### src/sv/sas_pkg.sv
// Shared types, codes and size tables for the sprite attribute store and line evaluator.
package sas_pkg;

    localparam int SPRITE_COUNT = 128;

    localparam logic [1:0] REQ_WRITE = 2'd0;
    localparam logic [1:0] REQ_READ  = 2'd1;
    localparam logic [1:0] REQ_EVAL  = 2'd2;

    localparam logic [1:0] BYTE_XLO  = 2'd0;
    localparam logic [1:0] BYTE_Y    = 2'd1;
    localparam logic [1:0] BYTE_CHR  = 2'd2;
    localparam logic [1:0] BYTE_ATTR = 2'd3;

    localparam logic [2:0] REG_BASE_SIZE     = 3'd0;
    localparam logic [2:0] REG_NAME_SELECT   = 3'd1;
    localparam logic [2:0] REG_TILEDATA_BASE = 3'd2;
    localparam logic [2:0] REG_INTERLACE     = 3'd3;
    localparam logic [2:0] REG_FIRST_OBJECT  = 3'd4;

    typedef struct packed {
        logic [2:0]  base_size;
        logic [1:0]  name_select;
        logic [15:0] tiledata_base;
        logic        interlace;
        logic [6:0]  first_object;
    } cfg_t;

    typedef struct packed {
        logic       we;
        logic [9:0] addr;
        logic [7:0] wdata;
    } oam_req_t;

    typedef struct packed {
        logic [8:0] x;
        logic [8:0] y;
        logic [7:0] chr;
        logic [7:0] attr;
        logic       big;
    } sprite_t;

    typedef struct packed {
        logic [8:0]  x;
        logic [7:0]  row;
        logic [10:0] number;
        logic [2:0]  pal;
        logic [1:0]  prio;
        logic        hflip;
    } tile_t;

    typedef struct packed {
        logic [7:0]  read_data;
        logic        tile_valid;
        logic [8:0]  tile_x;
        logic [7:0]  tile_row;
        logic [10:0] tile_number;
        logic [7:0]  tile_palette;
        logic [1:0]  tile_priority;
        logic        tile_hflip;
        logic        range_over;
        logic        time_over;
        logic        last;
    } beat_t;

    function automatic logic [6:0] size_w(input logic [2:0] b, input logic big);
        logic [6:0] w;
        if (big) begin
            unique case (b)
                3'd0: w = 7'd16;
                3'd1: w = 7'd32;
                3'd2: w = 7'd64;
                3'd3: w = 7'd32;
                3'd4: w = 7'd64;
                3'd5: w = 7'd64;
                3'd6: w = 7'd32;
                default: w = 7'd32;
            endcase
        end else begin
            unique case (b)
                3'd0: w = 7'd8;
                3'd1: w = 7'd8;
                3'd2: w = 7'd8;
                3'd3: w = 7'd16;
                3'd4: w = 7'd16;
                3'd5: w = 7'd32;
                3'd6: w = 7'd16;
                default: w = 7'd16;
            endcase
        end
        return w;
    endfunction

    function automatic logic [6:0] size_h(input logic [2:0] b, input logic big,
                                          input logic il);
        logic [6:0] h;
        if (big) begin
            unique case (b)
                3'd0: h = 7'd16;
                3'd1: h = 7'd32;
                3'd2: h = 7'd64;
                3'd3: h = 7'd32;
                3'd4: h = 7'd64;
                3'd5: h = 7'd64;
                3'd6: h = 7'd64;
                default: h = 7'd32;
            endcase
        end else begin
            unique case (b)
                3'd0: h = 7'd8;
                3'd1: h = 7'd8;
                3'd2: h = 7'd8;
                3'd3: h = 7'd16;
                3'd4: h = 7'd16;
                3'd5: h = 7'd32;
                3'd6: h = il ? 7'd16 : 7'd32;
                default: h = il ? 7'd16 : 7'd32;
            endcase
        end
        return h;
    endfunction

endpackage

### src/sv/sas_seq.sv
// Request sequencer: byte access, sprite range scan, tile generation and result drain.
module sas_seq import sas_pkg::*; #(
    parameter int ITEM_LIMIT = 32,
    parameter int TILE_LIMIT = 34
) (
    input  logic        aclk,
    input  logic        aresetn,
    input  cfg_t        cfg,
    input  logic        s_tvalid,
    output logic        s_tready,
    input  logic [31:0] s_tdata,
    input  logic [1:0]  s_tuser,
    output logic        m_tvalid,
    input  logic        m_tready,
    output beat_t       m_beat,
    output oam_req_t    oam_req,
    input  logic        clr_busy,
    input  logic [7:0]  rd_byte,
    input  sprite_t     spr
);

    localparam int CW  = $clog2(ITEM_LIMIT + 1);
    localparam int LW  = (ITEM_LIMIT > 1) ? $clog2(ITEM_LIMIT) : 1;
    localparam int TCW = $clog2(TILE_LIMIT + 1);
    localparam int TIW = (TILE_LIMIT > 1) ? $clog2(TILE_LIMIT) : 1;

    localparam logic [3:0] ST_IDLE   = 4'd0;
    localparam logic [3:0] ST_RD     = 4'd1;
    localparam logic [3:0] ST_SCAN   = 4'd2;
    localparam logic [3:0] ST_GBEGIN = 4'd3;
    localparam logic [3:0] ST_GLIST  = 4'd4;
    localparam logic [3:0] ST_GSPR   = 4'd5;
    localparam logic [3:0] ST_GPREP  = 4'd6;
    localparam logic [3:0] ST_GTILE  = 4'd7;
    localparam logic [3:0] ST_DBEGIN = 4'd8;
    localparam logic [3:0] ST_DRD    = 4'd9;
    localparam logic [3:0] ST_DLD    = 4'd10;
    localparam logic [3:0] ST_OUT    = 4'd11;

    typedef struct packed {
        logic [8:0]  ox;
        logic [3:0]  tw;
        logic [7:0]  row;
        logic [3:0]  cyn;
        logic [3:0]  cx;
        logic [10:0] tb;
        logic [2:0]  pal;
        logic [1:0]  prio;
        logic        hflip;
    } ctx_t;

    logic [3:0]     state_reg, state_next;
    logic [7:0]     ly_reg, ly_next;
    logic           field_reg, field_next;
    logic [7:0]     scan_reg, scan_next;
    logic           pend_reg, pend_next;
    logic [6:0]     pidx_reg, pidx_next;
    logic [CW-1:0]  cnt_reg, cnt_next;
    logic [LW-1:0]  i_reg, i_next;
    logic [TCW-1:0] tiles_reg, tiles_next;
    logic [TCW-1:0] j_reg, j_next;
    logic [2:0]     tx_reg, tx_next;
    ctx_t           ctx_reg, ctx_next;
    logic           rover_reg, rover_next;
    logic           tover_reg, tover_next;
    beat_t          out_reg, out_next;

    logic [6:0] list_mem [ITEM_LIMIT];
    tile_t      tbuf_mem [TILE_LIMIT];
    logic [6:0] list_q;
    tile_t      tbuf_q;
    logic       list_we, tbuf_we;
    tile_t      tile_w;

    logic       s_acc;
    logic [6:0] scan_idx;
    logic [6:0] w, h, hh;
    logic [9:0] oxw, ysum, ly10;
    logic       hit;
    logic [7:0] r8, f8, w8, h8, row8;
    logic [8:0] r9;
    logic [15:0] tb16;
    logic [3:0] mx, cxm;
    logic [8:0] px;
    logic       skip;

    assign s_tready = (state_reg == ST_IDLE) && !clr_busy;
    assign s_acc    = s_tvalid && s_tready;
    assign m_tvalid = (state_reg == ST_OUT);
    assign m_beat   = out_reg;
    assign scan_idx = cfg.first_object + scan_reg[6:0];

    always_comb begin
        w    = size_w(cfg.base_size, spr.big);
        h    = size_h(cfg.base_size, spr.big, cfg.interlace);
        hh   = cfg.interlace ? (h >> 1) : h;
        oxw  = {1'b0, spr.x} + {3'b0, w} - 10'd1;
        ysum = {1'b0, spr.y} + {3'b0, hh};
        ly10 = {2'b0, ly_reg};
        hit  = !((spr.x > 9'd256) && (oxw < 10'd512)) &&
               (((ly10 >= {1'b0, spr.y}) && (ly10 < ysum)) ||
                ((ysum >= 10'd256) && (ly_reg < ysum[7:0])));

        r8 = ly_reg - spr.y[7:0];
        r9 = cfg.interlace ? {r8, 1'b0} : {1'b0, r8};
        w8 = {1'b0, w};
        h8 = {1'b0, h};
        if (!spr.attr[7]) begin
            f8 = r9[7:0];
        end else if (w == h) begin
            f8 = h8 - 8'd1 - r9[7:0];
        end else if (r9 < {2'b0, w}) begin
            f8 = w8 - 8'd1 - r9[7:0];
        end else begin
            f8 = (w8 << 1) + w8 - 8'd1 - r9[7:0];
        end
        if (!cfg.interlace) begin
            row8 = f8;
        end else if (spr.attr[7]) begin
            row8 = f8 - {7'd0, field_reg};
        end else begin
            row8 = f8 + {7'd0, field_reg};
        end
        tb16 = spr.attr[0] ?
               cfg.tiledata_base + {1'b0, 3'd1 + {1'b0, cfg.name_select}, 12'd0} :
               cfg.tiledata_base;

        mx   = ctx_reg.hflip ? (ctx_reg.tw - 4'd1 - {1'b0, tx_reg}) : {1'b0, tx_reg};
        cxm  = ctx_reg.cx + mx;
        px   = ctx_reg.ox + {3'd0, tx_reg, 3'd0};
        skip = (ctx_reg.ox != 9'd256) && px[8] && (({1'b0, px} + 10'd7) < 10'd512);

        tile_w.x      = px;
        tile_w.row    = ctx_reg.row;
        tile_w.number = ctx_reg.tb + {3'd0, ctx_reg.cyn, cxm};
        tile_w.pal    = ctx_reg.pal;
        tile_w.prio   = ctx_reg.prio;
        tile_w.hflip  = ctx_reg.hflip;
    end

    always_comb begin
        state_next = state_reg;
        ly_next    = ly_reg;
        field_next = field_reg;
        scan_next  = scan_reg;
        pend_next  = 1'b0;
        pidx_next  = pidx_reg;
        cnt_next   = cnt_reg;
        i_next     = i_reg;
        tiles_next = tiles_reg;
        j_next     = j_reg;
        tx_next    = tx_reg;
        ctx_next   = ctx_reg;
        rover_next = rover_reg;
        tover_next = tover_reg;
        out_next   = out_reg;
        list_we    = 1'b0;
        tbuf_we    = 1'b0;
        oam_req.we    = 1'b0;
        oam_req.addr  = s_tdata[9:0];
        oam_req.wdata = s_tdata[17:10];

        unique case (state_reg)
            ST_IDLE: begin
                if (s_acc) begin
                    ly_next    = s_tdata[25:18];
                    field_next = s_tdata[26];
                    priority case (s_tuser)
                        REQ_WRITE: oam_req.we = 1'b1;
                        REQ_READ:  state_next = ST_RD;
                        REQ_EVAL: begin
                            scan_next  = 8'd0;
                            cnt_next   = '0;
                            tiles_next = '0;
                            state_next = ST_SCAN;
                        end
                        default: state_next = ST_IDLE;
                    endcase
                end
            end
            ST_RD: begin
                out_next            = '0;
                out_next.read_data  = rd_byte;
                out_next.range_over = rover_reg;
                out_next.time_over  = tover_reg;
                out_next.last       = 1'b1;
                state_next          = ST_OUT;
            end
            ST_SCAN: begin
                oam_req.addr = {1'b0, scan_idx, 2'b00};
                if (!scan_reg[7]) begin
                    scan_next = scan_reg + 8'd1;
                    pend_next = 1'b1;
                    pidx_next = scan_idx;
                end
                if (pend_reg && hit) begin
                    if (cnt_reg == CW'(ITEM_LIMIT)) begin
                        rover_next = 1'b1;
                        state_next = ST_GBEGIN;
                    end else begin
                        list_we  = 1'b1;
                        cnt_next = cnt_reg + 1'b1;
                    end
                end
                if (!pend_reg && scan_reg[7]) begin
                    state_next = ST_GBEGIN;
                end
            end
            ST_GBEGIN: begin
                i_next     = LW'(cnt_reg - 1'b1);
                state_next = (cnt_reg == '0) ? ST_DBEGIN : ST_GLIST;
            end
            ST_GLIST: begin
                state_next = ST_GSPR;
            end
            ST_GSPR: begin
                oam_req.addr = {1'b0, list_q, 2'b00};
                state_next   = ST_GPREP;
            end
            ST_GPREP: begin
                ctx_next.ox    = spr.x;
                ctx_next.tw    = w[6:3];
                ctx_next.row   = row8;
                ctx_next.cyn   = spr.chr[7:4] + row8[6:3];
                ctx_next.cx    = spr.chr[3:0];
                ctx_next.tb    = tb16[14:4];
                ctx_next.pal   = spr.attr[3:1];
                ctx_next.prio  = spr.attr[5:4];
                ctx_next.hflip = spr.attr[6];
                tx_next        = 3'd0;
                state_next     = ST_GTILE;
            end
            ST_GTILE: begin
                if (!skip && (tiles_reg == TCW'(TILE_LIMIT))) begin
                    tover_next = 1'b1;
                    state_next = ST_DBEGIN;
                end else begin
                    if (!skip) begin
                        tbuf_we    = 1'b1;
                        tiles_next = tiles_reg + 1'b1;
                    end
                    if ({1'b0, tx_reg} == ctx_reg.tw - 4'd1) begin
                        if (i_reg == '0) begin
                            state_next = ST_DBEGIN;
                        end else begin
                            i_next     = i_reg - 1'b1;
                            state_next = ST_GLIST;
                        end
                    end else begin
                        tx_next = tx_reg + 3'd1;
                    end
                end
            end
            ST_DBEGIN: begin
                j_next = '0;
                if (tiles_reg == '0) begin
                    out_next            = '0;
                    out_next.range_over = rover_reg;
                    out_next.time_over  = tover_reg;
                    out_next.last       = 1'b1;
                    state_next          = ST_OUT;
                end else begin
                    state_next = ST_DRD;
                end
            end
            ST_DRD: begin
                state_next = ST_DLD;
            end
            ST_DLD: begin
                out_next.read_data     = 8'd0;
                out_next.tile_valid    = 1'b1;
                out_next.tile_x        = tbuf_q.x;
                out_next.tile_row      = tbuf_q.row;
                out_next.tile_number   = tbuf_q.number;
                out_next.tile_palette  = {1'b1, tbuf_q.pal, 4'd0};
                out_next.tile_priority = tbuf_q.prio;
                out_next.tile_hflip    = tbuf_q.hflip;
                out_next.range_over    = rover_reg;
                out_next.time_over     = tover_reg;
                out_next.last          = (j_reg + 1'b1) == tiles_reg;
                state_next             = ST_OUT;
            end
            ST_OUT: begin
                if (m_tready) begin
                    if (out_reg.last) begin
                        state_next = ST_IDLE;
                    end else begin
                        j_next     = j_reg + 1'b1;
                        state_next = ST_DRD;
                    end
                end
            end
            default: state_next = ST_IDLE;
        endcase
    end

    always_ff @(posedge aclk) begin
        if (list_we) begin
            list_mem[cnt_reg[LW-1:0]] <= pidx_reg;
        end
        list_q <= list_mem[i_reg];
        if (tbuf_we) begin
            tbuf_mem[tiles_reg[TIW-1:0]] <= tile_w;
        end
        tbuf_q <= tbuf_mem[j_reg[TIW-1:0]];
    end

    always_ff @(posedge aclk) begin
        if (!aresetn) begin
            state_reg <= ST_IDLE;
            pend_reg  <= 1'b0;
            rover_reg <= 1'b0;
            tover_reg <= 1'b0;
        end else begin
            state_reg <= state_next;
            pend_reg  <= pend_next;
            rover_reg <= rover_next;
            tover_reg <= tover_next;
        end
    end

    always_ff @(posedge aclk) begin
        ly_reg    <= ly_next;
        field_reg <= field_next;
        scan_reg  <= scan_next;
        pidx_reg  <= pidx_next;
        cnt_reg   <= cnt_next;
        i_reg     <= i_next;
        tiles_reg <= tiles_next;
        j_reg     <= j_next;
        tx_reg    <= tx_next;
        ctx_reg   <= ctx_next;
        out_reg   <= out_next;
    end

endmodule

### config.mk
export PLATFORM = sky130hd
export DESIGN_NAME = sas_seq
export DESIGN_NICKNAME = d
export VERILOG_FILES = /design/src/sv/sas_pkg.sv /design/src/sv/sas_seq.sv
export SDC_FILE = /design/constraint.sdc
export NUM_CORES = 2
export LEC_CHECK = 0
export BUFFER_PORTS_ARGS = -buffer_cell sky130_fd_sc_hd__clkbuf_2
export CORE_ASPECT_RATIO = 1.1
export CORE_MARGIN = 2
export CORE_UTILIZATION = 65
export DETAILED_ROUTE_END_ITERATION = 16
export PLACE_DENSITY_LB_ADDON = 0.25
export REMOVE_ABC_BUFFERS = 1
export SYNTH_ARGS = -nofsm -noshare
export SYNTH_HDL_FRONTEND = slang
export SYNTH_SLANG_ARGS = --single-unit
export TNS_END_PERCENT = 50
### constraint.sdc
create_clock -name aclk -period 16.05 [get_ports aclk]
set_input_delay 1.605 -clock aclk [delete_from_list [all_inputs] [get_ports aclk]]
set_output_delay 1.605 -clock aclk [all_outputs]
set_load 0.02 [all_outputs]
Word-level counts from Yosys, hierarchy flattened
Memories as Yosys holds them, arrays and structs flattened. A register that Yosys moved wholly into a read port is not among the register bits.
Index checks and enable logic that the tools add are counted.
- register bits after elaboration: 154
- memory bits (writable): 1380
- input port bits: 111
- output and inout bits: 72
- word-level logic and storage cells: 232
- memories kept: 2
- memories (memory ; depth ; width ; rd ports ; clocked after memory_dff ; write ports ; line ; RTL):
    tbuf_mem ; 34 ; 34 ; 1 ; 1 ; 1 ; sas_seq.sv:69 ; tile_t tbuf_mem [TILE_LIMIT];
    list_mem ; 32 ; 7 ; 1 ; 1 ; 1 ; sas_seq.sv:68 ; logic [6:0] list_mem [ITEM_LIMIT];
- $add $sub $neg: 30
- order comparisons: 8
- equal/unequal tests: 42
- mux-type cells: 68
- bitwise operators: 1
- reduce and logical (&&, ||, !) cells: 47
- operators with widths (operator ; count):
    $pmux W51 S3 ; 1
    $mux W8 ; 8
    $mux W6 ; 9
    $mux W51 ; 1
    $pmux W6 S2 ; 4
    $mux W4 ; 11
    $pmux W4 S11 ; 1
    $sub A8 B8 Y8 ; 4
    $pmux W7 S2 ; 2
    $ne A2 B2 Y1 const B ; 12
    $mux W7 ; 3
    $add A9 B7 Y10 ; 2
    $lt A10 B10 Y1 const B ; 2
    $pmux W10 S2 ; 1
    $add A6 B1 Y6 const B ; 3
    $pmux W6 S3 ; 1
    $eq A4 B3 Y1 const B ; 4
    $eq A4 B4 Y1 const B ; 4
    $pmux W8 S2 ; 1
    $sub A7 B1 Y8 const B ; 2
    $add A15 B15 Y15 ; 1
    $mux W15 ; 1
    $mux W5 ; 3
    $mux W1 ; 14
    other kinds (61) ; 101

Longest topological paths before layout
- word-level depth: 15
- gate-level depth with buffers: 28
- gate-level depth less buffers: 28

Worst setup path after synthesis
Ideal clock, no wire load.
- kind: register to register
- start: register tx_reg[0]
- end: memory tbuf_mem[27][0] (netlist bit) (enable)
- data arrival time: 6.755 ns
- required time: 15.539 ns
- path slack: 8.784 ns
- stages on the path, launching flop included: 10
- path buffers: 0
- period minus slack after synthesis: 7.266 ns
- cells stage by stage: edfxtp_1 ha_1 fa_1 xor2_1 nand3_1 or3b_1 o211a_1 nor3b_4 nand4_1 nor4bb_1
- cells in the longest elaborated chain, start to end: 10
- elaborated cells between the ends (all ways): 12
- classes of those cells: 2 x add/sub; 1 x order compare; 5 x mux; 4 x reduce/logical
- ends and longest elaborated chain (what ; line ; RTL):
    start, declared ; sas_seq.sv:62 ; logic [2:0] tx_reg, tx_next;
    start signal, assigned ; sas_seq.sv:331 ; tx_reg <= tx_next;
    $add A9 B6 Y9 * ; sas_seq.sv:130 ; px = ctx_reg.ox + {3'd0, tx_reg, 3'd0};
    named net px[5] ; sas_seq.sv:84 ; logic [8:0] px;
    $add A9 B3 Y10 * ; sas_seq.sv:131 ; skip = (ctx_reg.ox != 9'd256) && px[8] && (({1'b0, px} + 10'd7) < 10'd512);
    $lt A10 B10 Y1 * ; sas_seq.sv:131 ;
    $logic_and A1 B1 Y1 * ; sas_seq.sv:131 ;
    $logic_not A1 Y1 ; -- ;
    $logic_and A1 B1 Y1 ; sas_seq.sv:234 ; if (!skip && (tiles_reg == TCW'(TILE_LIMIT))) begin
    $mux W1 * ; sas_seq.sv:234 ;
    $mux W1 * ; sas_seq.sv:163 ; unique case (state_reg)
    $mux W1 * ; sas_seq.sv:302 ; if (tbuf_we) begin
    $mux W1 (not written as such) * ; sas_seq.sv:303 ; tbuf_mem[tiles_reg[TIW-1:0]] <= tile_w;
    end, declared ; sas_seq.sv:69 ;
The timed path passes the listed nets; every way through them passes the cells marked *.

Worst setup path in the final report
- start: input port spr[19] (netlist bit)
- end: register ctx_reg[24] (netlist bit), data pin
- cells in the longest elaborated chain, start to end: 10
- elaborated cells between the ends (all ways): 14
- classes of those cells: 7 x add/sub; 1 x order compare; 6 x mux
- ends and longest elaborated chain (what ; line ; RTL):
    start, declared ; sas_seq.sv:19 ; input sprite_t spr
    $sub A8 B8 Y8 * ; sas_seq.sv:104 ; r8 = ly_reg - spr.y[7:0];
    $mux W9 * ; sas_seq.sv:105 ; r9 = cfg.interlace ? {r8, 1'b0} : {1'b0, r8};
    $sub A8 B8 Y8, or another cell as far along ; sas_seq.sv:115 ; f8 = (w8 << 1) + w8 - 8'd1 - r9[7:0];
    $mux W8 ; sas_seq.sv:112 ; end else if (r9 < {2'b0, w}) begin
    $mux W8 ; sas_seq.sv:110 ; end else if (w == h) begin
    $mux W8 * ; sas_seq.sv:108 ; if (!spr.attr[7]) begin
    $add A8 B1 Y8 / $sub A8 B1 Y8 (equally long branches) ; sas_seq.sv:122, sas_seq.sv:120 ;
    $mux W8 ; sas_seq.sv:119 ; end else if (spr.attr[7]) begin
    $mux W8 * ; sas_seq.sv:117 ; if (!cfg.interlace) begin
    named net row8[5] ; sas_seq.sv:80 ; logic [7:0] r8, f8, w8, h8, row8;
    $add A4 B4 Y4 * ; sas_seq.sv:224 ; ctx_next.cyn = spr.chr[7:4] + row8[6:3];
    end signal, assigned ; sas_seq.sv:332 ; ctx_reg <= ctx_next;
    end, declared ; sas_seq.sv:63 ; ctx_t ctx_reg, ctx_next;
Marks and branches as above.
A chain may end at the register's enable or synchronous reset.

==> impl_metrics.toml <==
[final_layout]
fillers = 5312
final_util_pct = 72.9
fin_nets = 3591
largest_reg_flops = 1156
stdcell_count = 4775
layout_commonest_cell = "edfxtp_1"
layout-drive-gt1-share_pct = 25.9
syn_to_final_growth_pct = 11.6
seq_area_mm2 = 0.0467
multi_input_area_mm2 = 0.0162
fin_area_mm2 = 0.0708
layout_common_cells = "edfxtp_1 (1522), mux4_2 (402), clkbuf_16 (154)"

[cts]
cts_sinks = 1570
htree_levels = 4
insertion_delay_ns = 0.78
cts_tree = "built"
postCtsHoldBufs = 0
cts_setup_buffers = 0
cts_resized = 0
cts-root-buf = "clkbuf_16"
cts_buffer_depth = 3
clk_pin_slew_ns = 0.06
cts_buffers = 151

[synthesis]
synthesis.area_mm2 = 0.0635
synth_warnings = 0
synth_flop_cell = "edfxtp_1"
ys_async_sr_fraction_pct = 0
yosysUniqueCellTypes = 75
ys_seq_area_share_pct = 73.5
syn_inst = 3165
syn_area_per_cell_um2 = 20.1
synth_seq_cells = 1570
synth_edf_count = 1522

[critical_path]
crit_family = "compound AO/OA/AOI/OAI gates"
cp.arrival_ns = 7.40
cp.required_ns = 16.55
critPathKind = "in2reg"
critPathLaunchType = "primary input"
crit_top_cell = "ha_1"
worst-path-buf-inv = 4
slowest_stage = "mux2i_1"
path_max_fanout = 5
max_stage_delay_ns = 0.42
endpoint_kind = "register"

[sta]
worstMarginPinSlew_ns = 1.39
max_freq_ghz = 0.145
setup-tns-final_ns = 0
setup_violations = 0
max_slew_margin_pct = 6.69
fin_skew_ns = 0.0320
hold_viol = 0
finalCritPeriodShare_pct = 43.0
rsz0062_at_grt = "no"
fin_crit_ns = 6.90
maxSlewViolCount = 0

[global_route]
overflow = 0
grt_pass1_wl_um = 225000
antenna_found_initial = 2
grt_max_degree = 124
grt_pass1_vias = 33800
grt_usage_pct = 31.5

[power]
powerDensity_mw_per_mm2 = 127
ir_drop_mv = 0.133
power.leakage_uw = 0.0234

[job]
cap_violations = 0

[drt]
dr.first_iter.drc_count = 4576
routedWlPerCell_um = 32.5
drcViolationCount = 0
drt_pre_antenna_iters = 6
ant_nets = 0
viasPerCell = 6.91
vias = 33000
routed_wl_um = 155000

[die]
pin_count = 183
start_util_pct = 65.3
fp.dieArea_mm2 = 0.100
die_y_um = 332
die_x_um = 302
num_rows = 120
core_mm2 = 0.0971

[place]
port_buffers = 152
hpwl_um = 80700
dpl.cell_count = 4501
post_dp_cell_area_mm2 = 0.0660
gp_congestion = 0.915

[min_path]
hold_class = "reg2reg"

[outcome]
status = "completed"
## path summary, 6_finish.rpt
path          startpoint               end  slack [ns]  cells after the start
max              spr[19]       ctx_reg[24]        9.15                     29
min reg2reg    rover_reg         m_beat[2]        0.43                      0
max reg2reg  ctx_reg[33]  tbuf_mem[15][14]        9.42                     15
min            rover_reg         m_beat[2]        0.43                      0
## per-stage QoR
step / hold slack, ns / power [uW] / worst slack (ns)
finish: 0.433 / 9000 / 9.15
global route: 0.451 / 9250 / 8.68
CTS: 0.437 / 9030 / 9.28
detailed placement: 0.430 / 5640 / 8.49
global placement: 0.424 / 5600 / 8.54
floorplan: 0.409 / 5420 / 2.67
## routing by layer
layer,vias to the layer above,GRT usage [%],share of wire [%]
met4,2,12.3,3.7
met1,17100,42.2,35
met2,2234,52.0,51
met3,334,6.13,9.9
met5,-,0,0.0065
li1,13300,-,-
## synth_stat cells, drive strengths merged (31+ instances only)
cell type	n	area share, %
edfxtp	1522	72
mux4	402	14
nor2	145	0.86
clkbuf	107	0.63
ha	91	1.8
a21oi	88	0.69
inv	83	0.49
nand2	75	0.44
mux2i	60	0.95
buf	59	0.48
xnor2	54	0.75
nor2b	52	0.51
dfxtp	48	1.5
and3	42	0.41
a211oi	37	0.44
o21ai	35	0.28
nand3	31	0.24
## power by group
part           switching (uW)  internal [uW]
Combinational             540            369
Sequential               77.5           4580
Clock                    1520           1910
Total                    2140           6860
## worst register-to-register path, cell delays in order (launching register included)
cell	delay, ns
edfxtp_1	0.40
inv_1	0.06
ha_1	0.33
fa_1	0.44
mux2i_1	0.89
ha_1	0.40
a21o_1	0.16
a21oi_1	0.16
xnor2_1	0.20
xnor2_1	0.13
ha_1	0.38
a21oi_1	0.72
o21bai_1	0.17
a21oi_1	0.44
o21ai_0	0.31
xor2_2	1.04
## kinds of logic (layout without fill, tap and decap cells)
group                      count (synthesis)  count (layout)  synth area share, %
AOI/OAI and AO/OA                        257             257                 2.62
xor gates and xnor gates                  82              82                 1.15
adders and majority gates                107             107                 2.30
buffers and inverters                    249             573                 1.61
DFF                                     1570            1570                 73.5
muxes                                    473             473                 15.4
other                                      1               6              0.00591
and+or+nand+nor                          426             426                 3.39
## cell type report
class                           count  share of cell area [%]
Sequential cell                  1570                    65.9
Multi-Input combinational cell   1349                    22.9
Clock buffer                      196                    5.79
Tap cell                         1281                    2.26
Timing Repair Buffer              218                    1.81
Clock inverter                     76                   0.931
Inverter                           83                   0.440
Antenna cell                        2                 0.00707
No activity file was read; power rests on OpenSTA's default activity.
